--- src/sv/srs_pkg.sv ---
// ----------------------------------------------------------------------------
// srs_pkg
// Shared types and constants of the stream refresh scheduler.
// ----------------------------------------------------------------------------
package srs_pkg;

   localparam int ENTRIES_DEF = 8;

   localparam logic [15:0] HB_PERIOD_RST = 16'd150;
   localparam logic [15:0] HB_TTL_RST    = 16'd300;
   localparam logic [31:0] HB_VAR_RST    = 32'd0;

   localparam int CSR_IDX_W  = 2;
   localparam int CSR_DATA_W = 32;

   localparam logic [CSR_IDX_W-1:0] CSR_HB_PERIOD = 2'd0;
   localparam logic [CSR_IDX_W-1:0] CSR_HB_TTL    = 2'd1;
   localparam logic [CSR_IDX_W-1:0] CSR_HB_VAR    = 2'd2;

   typedef enum logic [1:0] {
      OP_STORE = 2'd0,
      OP_OTHER = 2'd1,
      OP_TICK  = 2'd2,
      OP_CLEAR = 2'd3
   } op_type;

   typedef struct packed {
      logic [1:0]  operation;
      logic [31:0] now_ms;
      logic [31:0] var_id;
      logic        is_float;
      logic [31:0] value_bits;
      logic [15:0] ttl_ms;
   } req_type;

   typedef struct packed {
      logic [31:0] send_var_id;
      logic        send_is_float;
      logic [31:0] send_value;
      logic [15:0] send_ttl;
      logic        is_heartbeat;
   } rsp_type;

   // one row of the entry memory
   typedef struct packed {
      logic        is_float;
      logic [31:0] var_id;
      logic [15:0] ttl;
      logic [31:0] sent_at;
      logic [31:0] value;
   } entry_type;

   localparam int ENTRY_W = $bits(entry_type);

endpackage

--- src/sv/srs_stream_if.sv ---
// ----------------------------------------------------------------------------
// srs_stream_if
// Valid/ready stream channel carrying one payload beat.
// ----------------------------------------------------------------------------
interface srs_stream_if #(
   parameter type payload_type = logic
);
   logic        valid;
   logic        ready;
   payload_type data;

   modport source (output valid, output data, input ready);
   modport sink   (input valid, input data, output ready);
endinterface

--- src/sv/srs_ram.sv ---
// ----------------------------------------------------------------------------
// srs_ram
// Generic single-write, single-read RAM with registered read data.
// ----------------------------------------------------------------------------
module srs_ram #(
   parameter int WIDTH = 8,
   parameter int DEPTH = 8,
   localparam int ADDR_W = (DEPTH > 1) ? $clog2(DEPTH) : 1
) (
   input  logic              clock,
   input  logic              wr_en,
   input  logic [ADDR_W-1:0] wr_addr,
   input  logic [WIDTH-1:0]  wr_data,
   input  logic              rd_en,
   input  logic [ADDR_W-1:0] rd_addr,
   output logic [WIDTH-1:0]  rd_data
);

   logic [WIDTH-1:0] mem_ff [DEPTH];
   logic [WIDTH-1:0] rd_data_ff;

   always_ff @(posedge clock) begin
      if (wr_en) begin
         mem_ff[wr_addr] <= wr_data;
      end
      if (rd_en) begin
         rd_data_ff <= mem_ff[rd_addr];
      end
   end

   assign rd_data = rd_data_ff;

endmodule

--- src/sv/stream_refresh_scheduler_core.sv ---
// ----------------------------------------------------------------------------
// stream_refresh_scheduler_core
// Cache of recently sent stream variables with tick-driven resend/heartbeat.
// ----------------------------------------------------------------------------
// Store and tick beats scan the entry memory, one read per entry, then a
// decide state; a tick that resends an entry re-reads and stamps it in a fetch
// state; resends and heartbeats wait for a free result slot. The result beat
// is registered and shows the cycle after. Other-frame and clear beats stay idle.
// Reset is synchronous: valid bits, time and counter registers clear at once;
// the entry memory is not initialized and no clearing pass runs.
// ----------------------------------------------------------------------------
module stream_refresh_scheduler_core #(
   parameter int ENTRIES = srs_pkg::ENTRIES_DEF
) (
   input  logic                           clock,
   input  logic                           reset,
   srs_stream_if.sink                     req,
   srs_stream_if.source                   rsp,
   input  logic                           csr_wr_en,
   input  logic [srs_pkg::CSR_IDX_W-1:0]  csr_index,
   input  logic [srs_pkg::CSR_DATA_W-1:0] csr_wr_data
);

   // index into the entry memory, and a scan counter that can hold ENTRIES
   localparam int IDX_W = (ENTRIES > 1) ? $clog2(ENTRIES) : 1;
   localparam int CNT_W = $clog2(ENTRIES + 1);

   typedef enum logic [1:0] {
      ST_IDLE,
      ST_SCAN,
      ST_DECIDE,
      ST_FETCH
   } state_type;

   // --------------------------------------------------------------------------
   // Registers
   // --------------------------------------------------------------------------
   state_type             state_ff, state_in;
   logic [CNT_W-1:0]      cnt_ff, cnt_in;
   logic                  chk_vld_ff, chk_vld_in;
   logic [IDX_W-1:0]      chk_idx_ff, chk_idx_in;
   logic [ENTRIES-1:0]    used_ff, used_in;
   logic [31:0]           last_send_ff, last_send_in;
   logic [31:0]           hb_count_ff, hb_count_in;
   logic [15:0]           hb_period_ff, hb_period_in;
   logic [15:0]           hb_ttl_ff, hb_ttl_in;
   logic [31:0]           hb_var_ff, hb_var_in;

   // latched request beat
   srs_pkg::op_type       op_ff, op_in;
   logic [31:0]           now_ff, now_in;
   logic [31:0]           id_ff, id_in;
   logic                  flt_ff, flt_in;
   logic [31:0]           val_ff, val_in;
   logic [15:0]           ttl_ff, ttl_in;

   // scan results: key hit, first free, oldest, most expired
   logic                  hit_vld_ff, hit_vld_in;
   logic [IDX_W-1:0]      hit_idx_ff, hit_idx_in;
   logic                  free_vld_ff, free_vld_in;
   logic [IDX_W-1:0]      free_idx_ff, free_idx_in;
   logic                  old_vld_ff, old_vld_in;
   logic [IDX_W-1:0]      old_idx_ff, old_idx_in;
   logic [31:0]           old_age_ff, old_age_in;
   logic                  exp_vld_ff, exp_vld_in;
   logic [IDX_W-1:0]      exp_idx_ff, exp_idx_in;
   logic [31:0]           exp_age_ff, exp_age_in;
   logic [IDX_W-1:0]      pick_idx_ff, pick_idx_in;

   // result beat
   logic                  rsp_vld_ff, rsp_vld_in;
   srs_pkg::rsp_type      rsp_data_ff, rsp_data_in;

   // --------------------------------------------------------------------------
   // Entry memory
   // --------------------------------------------------------------------------
   logic                          ram_wr_en;
   logic [IDX_W-1:0]              ram_wr_addr;
   srs_pkg::entry_type            ram_wr_row;
   logic                          ram_rd_en;
   logic [IDX_W-1:0]              ram_rd_addr;
   logic [srs_pkg::ENTRY_W-1:0]   ram_rd_data;
   srs_pkg::entry_type            rd_row;

   srs_ram #(
      .WIDTH (srs_pkg::ENTRY_W),
      .DEPTH (ENTRIES)
   ) u_entry_ram (
      .clock   (clock),
      .wr_en   (ram_wr_en),
      .wr_addr (ram_wr_addr),
      .wr_data (ram_wr_row),
      .rd_en   (ram_rd_en),
      .rd_addr (ram_rd_addr),
      .rd_data (ram_rd_data)
   );

   assign rd_row = srs_pkg::entry_type'(ram_rd_data);

   // --------------------------------------------------------------------------
   // Handshake
   // --------------------------------------------------------------------------
   logic        req_fire;
   logic        rsp_free;
   logic        chk_used;
   logic [31:0] age;
   logic        quiet;
   logic        store_ok;
   logic [IDX_W-1:0] store_idx;

   assign req.ready = (state_ff == ST_IDLE);
   assign req_fire  = req.valid && req.ready;
   assign rsp.valid = rsp_vld_ff;
   assign rsp.data  = rsp_data_ff;
   // result slot is free now or empties this cycle
   assign rsp_free  = !rsp_vld_ff || rsp.ready;

   assign chk_used  = used_ff[chk_idx_ff];
   assign age       = now_ff - rd_row.sent_at;
   // transmit silence test; a zero period always passes
   assign quiet     = (now_ff - last_send_ff) >= {16'd0, hb_period_ff};
   // existing key first, else lowest free entry; heartbeat id never cached
   assign store_ok  = (id_ff != hb_var_ff) && (hit_vld_ff || free_vld_ff);
   assign store_idx = hit_vld_ff ? hit_idx_ff : free_idx_ff;

   // --------------------------------------------------------------------------
   // Next-state logic
   // --------------------------------------------------------------------------
   always_comb begin
      state_in     = state_ff;
      cnt_in       = cnt_ff;
      chk_vld_in   = 1'b0;
      chk_idx_in   = chk_idx_ff;
      used_in      = used_ff;
      last_send_in = last_send_ff;
      hb_count_in  = hb_count_ff;
      hb_period_in = hb_period_ff;
      hb_ttl_in    = hb_ttl_ff;
      hb_var_in    = hb_var_ff;

      op_in  = op_ff;
      now_in = now_ff;
      id_in  = id_ff;
      flt_in = flt_ff;
      val_in = val_ff;
      ttl_in = ttl_ff;

      hit_vld_in  = hit_vld_ff;
      hit_idx_in  = hit_idx_ff;
      free_vld_in = free_vld_ff;
      free_idx_in = free_idx_ff;
      old_vld_in  = old_vld_ff;
      old_idx_in  = old_idx_ff;
      old_age_in  = old_age_ff;
      exp_vld_in  = exp_vld_ff;
      exp_idx_in  = exp_idx_ff;
      exp_age_in  = exp_age_ff;
      pick_idx_in = pick_idx_ff;

      rsp_vld_in  = rsp_vld_ff && !rsp.ready;
      rsp_data_in = rsp_data_ff;

      ram_wr_en   = 1'b0;
      ram_wr_addr = store_idx;
      ram_wr_row  = '{is_float: flt_ff, var_id: id_ff, ttl: ttl_ff,
                      sent_at: now_ff, value: val_ff};
      ram_rd_en   = 1'b0;
      ram_rd_addr = cnt_ff[IDX_W-1:0];

      // the user must let register writes arrive only while idle; the block does not enforce this
      if (csr_wr_en) begin
         unique case (csr_index)
            srs_pkg::CSR_HB_PERIOD: hb_period_in = csr_wr_data[15:0];
            srs_pkg::CSR_HB_TTL:    hb_ttl_in    = csr_wr_data[15:0];
            srs_pkg::CSR_HB_VAR:    hb_var_in    = csr_wr_data;
            default: ;
         endcase
      end

      unique case (state_ff)
         ST_IDLE: begin
            if (req_fire) begin
               op_in       = srs_pkg::op_type'(req.data.operation);
               now_in      = req.data.now_ms;
               id_in       = req.data.var_id;
               flt_in      = req.data.is_float;
               val_in      = req.data.value_bits;
               ttl_in      = req.data.ttl_ms;
               cnt_in      = '0;
               hit_vld_in  = 1'b0;
               free_vld_in = 1'b0;
               old_vld_in  = 1'b0;
               exp_vld_in  = 1'b0;
               unique case (srs_pkg::op_type'(req.data.operation))
                  srs_pkg::OP_STORE: begin
                     last_send_in = req.data.now_ms;
                     state_in     = ST_SCAN;
                  end
                  srs_pkg::OP_OTHER: last_send_in = req.data.now_ms;
                  srs_pkg::OP_TICK:  state_in     = ST_SCAN;
                  srs_pkg::OP_CLEAR: used_in      = '0;
                  default: ;
               endcase
            end
         end

         ST_SCAN: begin
            // read one entry per cycle, compare it the cycle after
            if (cnt_ff < CNT_W'(ENTRIES)) begin
               ram_rd_en  = 1'b1;
               cnt_in     = cnt_ff + CNT_W'(1);
               chk_vld_in = 1'b1;
               chk_idx_in = cnt_ff[IDX_W-1:0];
            end else if (!chk_vld_ff) begin
               state_in = ST_DECIDE;
            end

            if (chk_vld_ff) begin
               if (chk_used) begin
                  if (!hit_vld_ff && rd_row.is_float == flt_ff &&
                      rd_row.var_id == id_ff) begin
                     hit_vld_in = 1'b1;
                     hit_idx_in = chk_idx_ff;
                  end
                  // strict compare: ties keep the lower entry
                  if (!old_vld_ff || age > old_age_ff) begin
                     old_vld_in = 1'b1;
                     old_idx_in = chk_idx_ff;
                     old_age_in = age;
                  end
                  if (rd_row.ttl != 16'd0 && age >= {16'd0, rd_row.ttl} &&
                      (!exp_vld_ff || age > exp_age_ff)) begin
                     exp_vld_in = 1'b1;
                     exp_idx_in = chk_idx_ff;
                     exp_age_in = age;
                  end
               end else if (!free_vld_ff) begin
                  free_vld_in = 1'b1;
                  free_idx_in = chk_idx_ff;
               end
            end
         end

         ST_DECIDE: begin
            if (op_ff == srs_pkg::OP_STORE) begin
               if (store_ok) begin
                  ram_wr_en          = 1'b1;
                  used_in[store_idx] = 1'b1;
               end
               state_in = ST_IDLE;
            end else if (exp_vld_ff || (quiet && old_vld_ff)) begin
               // re-read the chosen row for resend and stamping
               pick_idx_in = exp_vld_ff ? exp_idx_ff : old_idx_ff;
               ram_rd_en   = 1'b1;
               ram_rd_addr = exp_vld_ff ? exp_idx_ff : old_idx_ff;
               state_in    = ST_FETCH;
            end else if (quiet) begin
               // empty table: heartbeat
               if (rsp_free) begin
                  hb_count_in  = hb_count_ff + 32'd1;
                  last_send_in = now_ff;
                  rsp_vld_in   = 1'b1;
                  rsp_data_in  = '{send_var_id: hb_var_ff, send_is_float: 1'b0,
                                   send_value: hb_count_ff + 32'd1,
                                   send_ttl: hb_ttl_ff, is_heartbeat: 1'b1};
                  state_in     = ST_IDLE;
               end
            end else begin
               state_in = ST_IDLE;
            end
         end

         ST_FETCH: begin
            // read data holds until the result slot frees up
            if (rsp_free) begin
               ram_wr_en    = 1'b1;
               ram_wr_addr  = pick_idx_ff;
               ram_wr_row   = rd_row;
               ram_wr_row.sent_at = now_ff;
               last_send_in = now_ff;
               rsp_vld_in   = 1'b1;
               rsp_data_in  = '{send_var_id: rd_row.var_id,
                                send_is_float: rd_row.is_float,
                                send_value: rd_row.value, send_ttl: rd_row.ttl,
                                is_heartbeat: 1'b0};
               state_in     = ST_IDLE;
            end
         end

         default: state_in = ST_IDLE;
      endcase
   end

   // --------------------------------------------------------------------------
   // State and registered outputs
   // --------------------------------------------------------------------------
   always_ff @(posedge clock) begin
      chk_idx_ff  <= chk_idx_in;
      op_ff       <= op_in;
      now_ff      <= now_in;
      id_ff       <= id_in;
      flt_ff      <= flt_in;
      val_ff      <= val_in;
      ttl_ff      <= ttl_in;
      hit_idx_ff  <= hit_idx_in;
      free_idx_ff <= free_idx_in;
      old_idx_ff  <= old_idx_in;
      old_age_ff  <= old_age_in;
      exp_idx_ff  <= exp_idx_in;
      exp_age_ff  <= exp_age_in;
      pick_idx_ff <= pick_idx_in;
      rsp_data_ff <= rsp_data_in;
      if (reset) begin
         state_ff     <= ST_IDLE;
         cnt_ff       <= '0;
         chk_vld_ff   <= 1'b0;
         used_ff      <= '0;
         last_send_ff <= '0;
         hb_count_ff  <= '0;
         hb_period_ff <= srs_pkg::HB_PERIOD_RST;
         hb_ttl_ff    <= srs_pkg::HB_TTL_RST;
         hb_var_ff    <= srs_pkg::HB_VAR_RST;
         hit_vld_ff   <= 1'b0;
         free_vld_ff  <= 1'b0;
         old_vld_ff   <= 1'b0;
         exp_vld_ff   <= 1'b0;
         rsp_vld_ff   <= 1'b0;
      end else begin
         state_ff     <= state_in;
         cnt_ff       <= cnt_in;
         chk_vld_ff   <= chk_vld_in;
         used_ff      <= used_in;
         last_send_ff <= last_send_in;
         hb_count_ff  <= hb_count_in;
         hb_period_ff <= hb_period_in;
         hb_ttl_ff    <= hb_ttl_in;
         hb_var_ff    <= hb_var_in;
         hit_vld_ff   <= hit_vld_in;
         free_vld_ff  <= free_vld_in;
         old_vld_ff   <= old_vld_in;
         exp_vld_ff   <= exp_vld_in;
         rsp_vld_ff   <= rsp_vld_in;
      end
   end

endmodule

--- src/flat_wrapper.sv ---
// flat-port wrapper written by rule: the top's interface ports become plain ports
module stream_refresh_scheduler_core_flat 
#(
   parameter int ENTRIES = srs_pkg::ENTRIES_DEF
)
  (clock, reset, csr_wr_en, csr_index, csr_wr_data, req_valid, req_data, req_ready, rsp_valid, rsp_data, rsp_ready);
  srs_stream_if #(.payload_type(srs_pkg::req_type)) req_i ();
  srs_stream_if #(.payload_type(srs_pkg::rsp_type)) rsp_i ();
  input  logic clock;
  input  logic reset;
  input  logic csr_wr_en;
  input  logic [srs_pkg::CSR_IDX_W-1:0] csr_index;
  input  logic [srs_pkg::CSR_DATA_W-1:0] csr_wr_data;
  input wire logic [$bits(req_i.valid)-1:0] req_valid;
  input wire logic [$bits(req_i.data)-1:0] req_data;
  output wire logic [$bits(req_i.ready)-1:0] req_ready;
  output wire logic [$bits(rsp_i.valid)-1:0] rsp_valid;
  output wire logic [$bits(rsp_i.data)-1:0] rsp_data;
  input wire logic [$bits(rsp_i.ready)-1:0] rsp_ready;
  assign req_i.valid = req_valid;
  assign req_i.data = req_data;
  assign req_ready = req_i.ready;
  assign rsp_valid = rsp_i.valid;
  assign rsp_data = rsp_i.data;
  assign rsp_i.ready = rsp_ready;
  stream_refresh_scheduler_core #(.ENTRIES(ENTRIES)) u_core (.clock(clock), .reset(reset), .req(req_i), .rsp(rsp_i), .csr_wr_en(csr_wr_en), .csr_index(csr_index), .csr_wr_data(csr_wr_data));
endmodule
--- config.mk ---
export PLATFORM = sky130hd
export DESIGN_NAME = stream_refresh_scheduler_core_flat
export DESIGN_NICKNAME = d
export VERILOG_FILES = /design/src/sv/srs_pkg.sv /design/src/sv/srs_stream_if.sv /design/src/sv/srs_ram.sv /design/src/sv/stream_refresh_scheduler_core.sv /design/src/flat_wrapper.sv
export SDC_FILE = /design/constraint.sdc
export NUM_CORES = 2
export LEC_CHECK = 0
export ABC_AREA = 1
export BUFFER_PORTS_ARGS = -buffer_cell sky130_fd_sc_hd__buf_4
export CELL_PAD_IN_SITES_DETAIL_PLACEMENT = 1
export CELL_PAD_IN_SITES_GLOBAL_PLACEMENT = 1
export CORE_MARGIN = 2
export CORE_UTILIZATION = 46
export CTS_BUF_LIST = sky130_fd_sc_hd__clkbuf_4 sky130_fd_sc_hd__clkbuf_8
export CTS_CLUSTER_SIZE = 20
export DETAILED_ROUTE_END_ITERATION = 12
export PLACE_DENSITY_LB_ADDON = 0.1
export SETUP_SLACK_MARGIN = 0.15
export SLEW_MARGIN = 10
export SYNTH_ARGS = -nofsm -noshare
export SYNTH_HDL_FRONTEND = slang
export SYNTH_SLANG_ARGS = --single-unit
--- constraint.sdc ---
create_clock -name clock -period 10.58 [get_ports clock]
set_input_delay 1.587 -clock clock [delete_from_list [all_inputs] [get_ports clock]]
set_output_delay 1.587 -clock clock [all_outputs]
set_load 0.02 [all_outputs]
Word-level counts from Yosys, hierarchy flattened. Memories as Yosys holds them, arrays and structs flattened. A register that Yosys moved wholly into a read port is not among the register bits. Index checks and enable logic that the tools add are counted.

$add $sub $neg: 4. $lt $le $gt $ge: 8. Eq/ne operators: 31. Mux-type cells: 74. Bitwise gates (word level): 6. Reduce and logical (&&, ||, !) cells: 51.

Operator list (number): $mux W82 (5); $mux W113 (2); $mux W32 (6); $pmux W82 S2 (1); $pmux W32 S3 (1); $ge A32 B16 Y1 (2); $gt A32 B32 Y1 (2); $sub A32 B32 Y32 (2); $add A32 B1 Y32 const B (1); $eq A32 B32 Y1 (1); $mux W8 (4); $ne A32 B32 Y1 (1); $mux W1 (26); $reduce_and A5 Y1 (5); $reduce_and A4 Y1 (6); $ne A2 B1 Y1 const B (11); $mux W3 (7); $ne A2 B2 Y1 const B (9); $mux W2 (8); $pmux W8 S2 (1); $reduce_bool A16 Y1 (1); $pmux W1 S2 (7); $reduce_and A6 Y1 (2); $eq A2 B2 Y1 const B (5); 22 further kinds (58).

Register bits after elaboration: 427. Memory bits (writable): 904. Output and inout port bits: 84. Logic and storage cells: 208. Memories kept: 1.

Memories: u_core.u_entry_ram.mem_ff (words 8, bits a word 113, rd ports 1, clocked after Yosys merged registers in 1, write ports 1, RTL line srs_ram.sv:19) `logic [WIDTH-1:0] mem_ff [DEPTH];`.

Longest topological paths before layout.
Depth after elaboration: 9. Depth in mapped cells: 31.

Modules after synthesis. From an unflattened synthesis, not the netlist that was laid out.

Cells, all modules: 7179. Area total of the unflattened synthesis: 67858.8 sq um.

Modules (own cells, without submodules): srs_ram (times used 1, cells an instance 4036, area each 42653.4 sq um); stream_refresh_scheduler_core (times used 1, cells an instance 3143, area each 25205.4 sq um).

Worst setup path before layout. OpenSTA, ideal clock, no wires.

Path kind: reg2reg. Start point: reg u_core.now_ff[0]. End point: reg u_core.u_entry_ram.rd_data_ff[0] (netlist: u_core.u_entry_ram.rd_data[0]), read port of u_core.u_entry_ram.mem_ff, enable pin. Arrival: 10.884 ns. Data required time: 9.822 ns. Setup slack: -1.062 ns. Cell stages (with the launch flop): 20. Cells stage by stage: edfxtp_1 -> inv_1 -> ha_1 -> fa_1 -> inv_1 -> nand3_1 -> nand3_1 -> nand2_1 -> nand3_2 -> xor2_1 -> ha_1 -> nand4_1 -> nor3_1 -> nand3_1 -> nand4_2 -> nand2_2 -> nand2_4 -> nand2_4 -> buf_6 -> a21boi_0.

Cells in the longest elaborated chain, start to end: 7. Elaborated cells between the ends (all ways): 10. Those cells by class: add/sub (1); order compare (1); mux (6); reduce/logical (2).

Ends and longest elaborated chain: start: declaration (RTL line stream_refresh_scheduler_core.sv:51) `logic [31:0] now_ff, now_in;`; start signal: assignment (RTL line stream_refresh_scheduler_core.sv:300) `now_ff <= now_in;`; $sub A32 B32 Y32 (RTL line stream_refresh_scheduler_core.sv:121) `assign quiet = (now_ff - last_send_ff) >= {16'd0, hb_period_ff};`; $ge A32 B16 Y1 (RTL line stream_refresh_scheduler_core.sv:121); $logic_and A1 B1 Y1 (RTL line stream_refresh_scheduler_core.sv:251) `end else if (exp_vld_ff || (quiet && old_vld_ff)) begin`; $logic_or A1 B1 Y1 (RTL line stream_refresh_scheduler_core.sv:251); $mux W1 (RTL line stream_refresh_scheduler_core.sv:251); $mux W1 (RTL line stream_refresh_scheduler_core.sv:245) `if (op_ff == srs_pkg::OP_STORE) begin`; $pmux W1 S2 (RTL line stream_refresh_scheduler_core.sv:180) `unique case (state_ff)`; via u_core.ram_rd_en (RTL line stream_refresh_scheduler_core.sv:80) `logic ram_rd_en;`; end: declaration (RTL line srs_ram.sv:20) `logic [WIDTH-1:0] rd_data_ff;`.

The timed path passes the listed nets, and every way through them passes these cells. A chain may end at the register's enable or synchronous reset.

Worst setup path after layout.
Start point: reg u_core.now_ff[1]. End point: reg u_core.u_entry_ram.rd_data_ff[12] (netlist: u_core.u_entry_ram.rd_data[12]), read port of u_core.u_entry_ram.mem_ff, data pin.

Cells in the longest elaborated chain, start to end: 7. Elaborated cells between the ends (all ways): 10. Those cells by class: add/sub (1); order compare (1); mux (6); reduce/logical (2).

Ends and longest elaborated chain (RTL line): $sub A32 B32 Y32 * (stream_refresh_scheduler_core.sv:121); $ge A32 B16 Y1 * (stream_refresh_scheduler_core.sv:121); $logic_and A1 B1 Y1 * (stream_refresh_scheduler_core.sv:251); $logic_or A1 B1 Y1 * (stream_refresh_scheduler_core.sv:251); $mux W1 or $mux W3 (tied branches) (stream_refresh_scheduler_core.sv:251); $mux W1 or $mux W3 (tied branches) (stream_refresh_scheduler_core.sv:245); $pmux W1 S2 or $mux W3 (tied branches) (stream_refresh_scheduler_core.sv:180).

Every way passes the cells marked *; elsewhere a longest branch is shown, timed or not.

==> flow_summary.html <==
<table>
<tr><th>Metric</th><th>Value</th></tr>
<tr><th colspan="2">Layout</th></tr>
<tr><td>Highest-count cells in the layout ignoring fill and taps</td><td>1677 x sky130_fd_sc_hd__nand2_1, 1381 x sky130_fd_sc_hd__inv_1, 1296 x sky130_fd_sc_hd__edfxtp_1</td></tr>
<tr><td>Area growth from synthesis to layout</td><td>12.4%</td></tr>
<tr><td>Fraction of final layout cells sized beyond drive strength 1</td><td>0.102</td></tr>
<tr><td>Final Cell Area</td><td>between 70000 and 80000 um^2</td></tr>
<tr><td>Number of nets in the layout</td><td>7710</td></tr>
<tr><td>Combined area of the multi-input logic cells</td><td>19900 um^2</td></tr>
<tr><td>Register area</td><td>41900 um^2</td></tr>
<tr><td>Layout fillers</td><td>between 15000 and 20000</td></tr>
<tr><td>Number of standard cells in the layout, taps in and fillers out</td><td>9527</td></tr>
<tr><td>Leading cell type in the layout, fill and taps excluded</td><td>sky130_fd_sc_hd__nand2_1</td></tr>
<tr><th colspan="2">Synth</th></tr>
<tr><td>Post-synthesis cell type count</td><td>57</td></tr>
<tr><td>Post-Synthesis Net Count</td><td>7466</td></tr>
<tr><td>FF+latch count, synth</td><td>1444</td></tr>
<tr><td>Gate count of the mapped netlist</td><td>7150</td></tr>
<tr><td>Yosys warning total</td><td>0</td></tr>
<tr><td>Top_reg_cell synth</td><td>sky130_fd_sc_hd__edfxtp_1</td></tr>
<tr><td>Syn Area/Cell</td><td>9.54 um^2</td></tr>
<tr><td>Share of synthesized flip-flops with an asynchronous set or reset</td><td>0</td></tr>
<tr><td>Sequential-to-total area share from yosys stat</td><td>0.614</td></tr>
<tr><td>Number of enable-type register cells in the synthesized netlist</td><td>roughly 1300</td></tr>
<tr><td>Netlist area before placement</td><td>68200 um^2</td></tr>
<tr><th colspan="2">Critical path</th></tr>
<tr><td>Worst reg-to-reg setup slack</td><td>about 3.8 ns</td></tr>
<tr><td>Launching element type of the critical path</td><td>register</td></tr>
<tr><td>Worst Path Max Fanout</td><td>69</td></tr>
<tr><td>Endpoint arrival time on the critical path</td><td>7.49 ns</td></tr>
<tr><td>Worst setup path category</td><td>register to register</td></tr>
<tr><td>Data required time at the worst endpoint</td><td>11.27 ns</td></tr>
<tr><td>Critical Path Sink Type</td><td>register</td></tr>
<tr><th colspan="2">Placement</th></tr>
<tr><td>Half-perimeter wire length of the detailed placement result</td><td>136000 um</td></tr>
<tr><td>Area post-placement</td><td>approximately 72000 um^2</td></tr>
<tr><td>Buffers on Ports</td><td>around 240</td></tr>
<tr><td>Inst Count DP</td><td>9084</td></tr>
<tr><td>Final GP Congestion</td><td>0.876</td></tr>
<tr><td>Minimum setup slack after placement</td><td>between 3 and 4 ns</td></tr>
<tr><th colspan="2">Clock network</th></tr>
<tr><td>H-Tree Depth</td><td>4</td></tr>
<tr><td>CTS resizes</td><td>0</td></tr>
<tr><td>Max Root-Sink Buffers</td><td>3</td></tr>
<tr><td>Hold buffer count at CTS</td><td>0</td></tr>
<tr><td>Clock root buffer</td><td>sky130_fd_sc_hd__clkbuf_8</td></tr>
<tr><td>Clock Latency Late Sink</td><td>roughly 0.96 ns</td></tr>
<tr><td>Clock buffer count from CTS</td><td>~240</td></tr>
<tr><td>Clock-pin slew reported for the worst setup and hold paths after clock tree synthesis</td><td>0.06 ns</td></tr>
<tr><td>Clock tree from TritonCTS</td><td>done</td></tr>
<tr><td>Clock net sink count</td><td>roughly 1400</td></tr>
<tr><td>Post-CTS setup buffer count</td><td>0</td></tr>
<tr><th colspan="2">Global routing</th></tr>
<tr><td>Grt met1 use</td><td>0.393</td></tr>
<tr><td>Number of antenna violations at the first check in global routing</td><td>10</td></tr>
<tr><td>Overall Global Routing Usage</td><td>0.291</td></tr>
<tr><td>Global routing's busiest layer</td><td>met2</td></tr>
<tr><td>GRT Residual Overflow</td><td>0</td></tr>
<tr><td>First-pass GRT wire length</td><td>333000 um</td></tr>
<tr><td>GR Layer Usage met2</td><td>0.484</td></tr>
<tr><td>Vias in the first global route</td><td>between 50000 and 60000</td></tr>
<tr><td>Largest net degree at the start of global routing</td><td>between 200 and 250</td></tr>
<tr><td>Met3 routing resource usage after global routing</td><td>0.0453</td></tr>
<tr><th colspan="2">Route</th></tr>
<tr><td>Final WL</td><td>about 220000 um</td></tr>
<tr><td>Length of the first detailed-routing pass in iterations</td><td>5</td></tr>
<tr><td>Routed wirelength normalized by instance count</td><td>23.3 um</td></tr>
<tr><td>DRT iter0 DRCs</td><td>3988</td></tr>
<tr><td>Remaining antenna violation count after routing</td><td>0</td></tr>
<tr><td>Avg Vias per Cell</td><td>between 5 and 6</td></tr>
<tr><td>DRC</td><td>0</td></tr>
<tr><td>Total via count after detailed routing</td><td>roughly 52000</td></tr>
<tr><th colspan="2">Floorplanning</th></tr>
<tr><td>Area of the core region</td><td>147000 um^2</td></tr>
<tr><td>I/O pin count</td><td>between 200 and 250</td></tr>
<tr><td>Starting density of the core</td><td>0.463</td></tr>
<tr><td>Placement row count</td><td>~140</td></tr>
<tr><td>Die Footprint</td><td>151000 um^2</td></tr>
<tr><td>Die Y</td><td>389 um</td></tr>
<tr><td>Chip width</td><td>389 um</td></tr>
<tr><th colspan="2">STA</th></tr>
<tr><td>Setup repair after global routing missed its margin</td><td>false</td></tr>
<tr><td>Worst slew margin relative to its limit</td><td>0.216</td></tr>
<tr><td>Final slew viol count</td><td>0</td></tr>
<tr><td>Final worst slack</td><td>3.78 ns</td></tr>
<tr><td>Maximum clock frequency</td><td>around 150 MHz</td></tr>
<tr><td>Setup total negative slack</td><td>0 ns</td></tr>
<tr><td>Minimum clock period</td><td>between 6 and 7 ns</td></tr>
<tr><td>Final setup violation count</td><td>0</td></tr>
<tr><td>Slew at the pin closest to its max-slew limit</td><td>about 1.2 ns</td></tr>
<tr><td>Endpoints failing hold</td><td>0</td></tr>
<tr><td>Skew final</td><td>approximately 0.043 ns</td></tr>
<tr><td>Final period utilization</td><td>0.643</td></tr>
<tr><th colspan="2">Run</th></tr>
<tr><td>Number of max-capacitance violations reported</td><td>0</td></tr>
<tr><th colspan="2">Worst hold path</th></tr>
<tr><td>Worst hold-check path type</td><td>register to register</td></tr>
<tr><th colspan="2">Power</th></tr>
<tr><td>Power per standard cell area</td><td>between 200 and 250 nW/um^2</td></tr>
<tr><td>Total Power Consumption</td><td>18000 uW</td></tr>
<tr><td>Maximum VDD drop</td><td>0.187 mV</td></tr>
<tr><td>Lkg Pwr</td><td>0.0340 uW</td></tr>
<tr><th colspan="2">Status</th></tr>
<tr><td>Outcome</td><td>finished, final reports clean</td></tr>
</table>
## final cells by class
cell class	count	area share
inverters	1390	0.0682
multi-input cells	4004	0.260
repair buffers	316	0.0316
diodes	5	0.000163
clock buffers	357	0.0564
clock inverters	81	0.00667
well taps	1930	0.0315
flip-flops and latches	1444	0.546
## path summary, 6_finish.rpt
kind,from,to,cells after the start
max,u_core.now_ff[1]$_DFFE_PP_,u_core.u_entry_ram.rd_data[12]$_DFFE_PP_,23
min,u_core.used_ff[6]$_SDFFE_PP0P_,u_core.used_ff[6]$_SDFFE_PP0P_,2
max reg2reg,u_core.now_ff[1]$_DFFE_PP_,u_core.u_entry_ram.rd_data[12]$_DFFE_PP_,23
min reg2reg,u_core.used_ff[6]$_SDFFE_PP0P_,u_core.used_ff[6]$_SDFFE_PP0P_,2
## per-layer routing
| layer | share of wire | vias to the layer above | wire length, um |
|---|---|---|---|
| li1 | - | 23844 | - |
| met1 | 0.43 | 26168 | 96100 |
| met2 | 0.47 | 1660 | 106000 |
| met3 | 0.065 | 396 | 14400 |
| met4 | 0.029 | 4 | 6350 |
| met5 | 0.00015 | - | 33 |
## flip-flops by register name (all words and copies together), names as in the netlist, 16 cells and up
| name | flops |
|---|---|
| u_core.u_entry_ram.mem_ff | 904 |
| u_core.u_entry_ram.rd_data | 113 |
| u_core.rsp.data | 82 |
| u_core.exp_age_ff | 32 |
| u_core.hb_count_ff | 32 |
| u_core.hb_var_ff | 32 |
| u_core.id_ff | 32 |
| u_core.last_send_ff | 32 |
| u_core.now_ff | 32 |
| u_core.old_age_ff | 32 |
| u_core.val_ff | 32 |
| u_core.hb_period_ff | 16 |
| u_core.hb_ttl_ff | 16 |
| u_core.ttl_ff | 16 |
## critical path: stages, from the launching register on
cell and delay, ns:
sky130_fd_sc_hd__edfxtp_1 0.67, sky130_fd_sc_hd__inv_1 0.31, sky130_fd_sc_hd__fa_1 0.52, sky130_fd_sc_hd__inv_1 0.13
sky130_fd_sc_hd__nand3_1 0.09, sky130_fd_sc_hd__nand3_1 0.23, sky130_fd_sc_hd__xor2_1 0.22, sky130_fd_sc_hd__ha_1 0.26
sky130_fd_sc_hd__nand2_1 0.08, sky130_fd_sc_hd__nor2_1 0.05, sky130_fd_sc_hd__a211oi_1 0.16, sky130_fd_sc_hd__o221ai_1 0.13
sky130_fd_sc_hd__a21oi_1 0.16, sky130_fd_sc_hd__nand4_2 0.38, sky130_fd_sc_hd__nand2_2 0.21, sky130_fd_sc_hd__nand2_4 0.12
sky130_fd_sc_hd__nand3_4 0.55, sky130_fd_sc_hd__buf_4 0.75, sky130_fd_sc_hd__buf_4 0.89, sky130_fd_sc_hd__nand3_1 0.19
sky130_fd_sc_hd__nand3_1 0.17, sky130_fd_sc_hd__nand2_1 0.08, sky130_fd_sc_hd__nand2_1 0.05, sky130_fd_sc_hd__nand2_1 0.05
## metrics by stage
stage | hold slack [ns] | utilization
detailed placement | 0.445 | 0.487
CTS | 0.455 | 0.520
floorplan | 0.429 | -
global route | 0.464 | 0.520
global placement | 0.439 | 0.487
finish | 0.453 | 0.520
## cells in the mapped netlist, types with 15 or more instances
library cell | n | share of area
sky130_fd_sc_hd__edfxtp_1 | 1296 | 0.57
sky130_fd_sc_hd__inv_1 | 1383 | 0.076
sky130_fd_sc_hd__buf_4 | 31 | 0.0034
sky130_fd_sc_hd__ha_1 | 160 | 0.029
sky130_fd_sc_hd__nand4_1 | 54 | 0.0050
sky130_fd_sc_hd__buf_1 | 21 | 0.0012
sky130_fd_sc_hd__o21ai_0 | 260 | 0.019
sky130_fd_sc_hd__mux2_2 | 15 | 0.0025
sky130_fd_sc_hd__nor4_1 | 15 | 0.0014
sky130_fd_sc_hd__dfxtp_1 | 148 | 0.043
sky130_fd_sc_hd__nand3_1 | 1097 | 0.080
sky130_fd_sc_hd__a21oi_1 | 172 | 0.013
sky130_fd_sc_hd__nor3_1 | 31 | 0.0023
sky130_fd_sc_hd__nand2_1 | 1680 | 0.092
sky130_fd_sc_hd__xnor2_1 | 42 | 0.0054
sky130_fd_sc_hd__nor2_1 | 292 | 0.016
sky130_fd_sc_hd__clkbuf_1 | 165 | 0.0091
sky130_fd_sc_hd__xor2_1 | 70 | 0.0090
sky130_fd_sc_hd__buf_2 | 89 | 0.0065
## where the power goes
part	internal (uW)	switching (uW)	total, uW
clock network	2700	2330	5020
logic	1580	3960	5540
registers	7080	327	7410
total	11400	6620	18000
## cells by family after synthesis
family	Yosys count	share of synthesized area
AOI/OAI and AO/OA	507	0.0401
xor gates and xnor gates	112	0.0144
adders and majority gates	162	0.0299
buffers and inverters	1702	0.0976
DFF	1444	0.614
muxes	15	0.00248
and+or+nand+nor	3208	0.202
(Power assumes the default switching activity.)
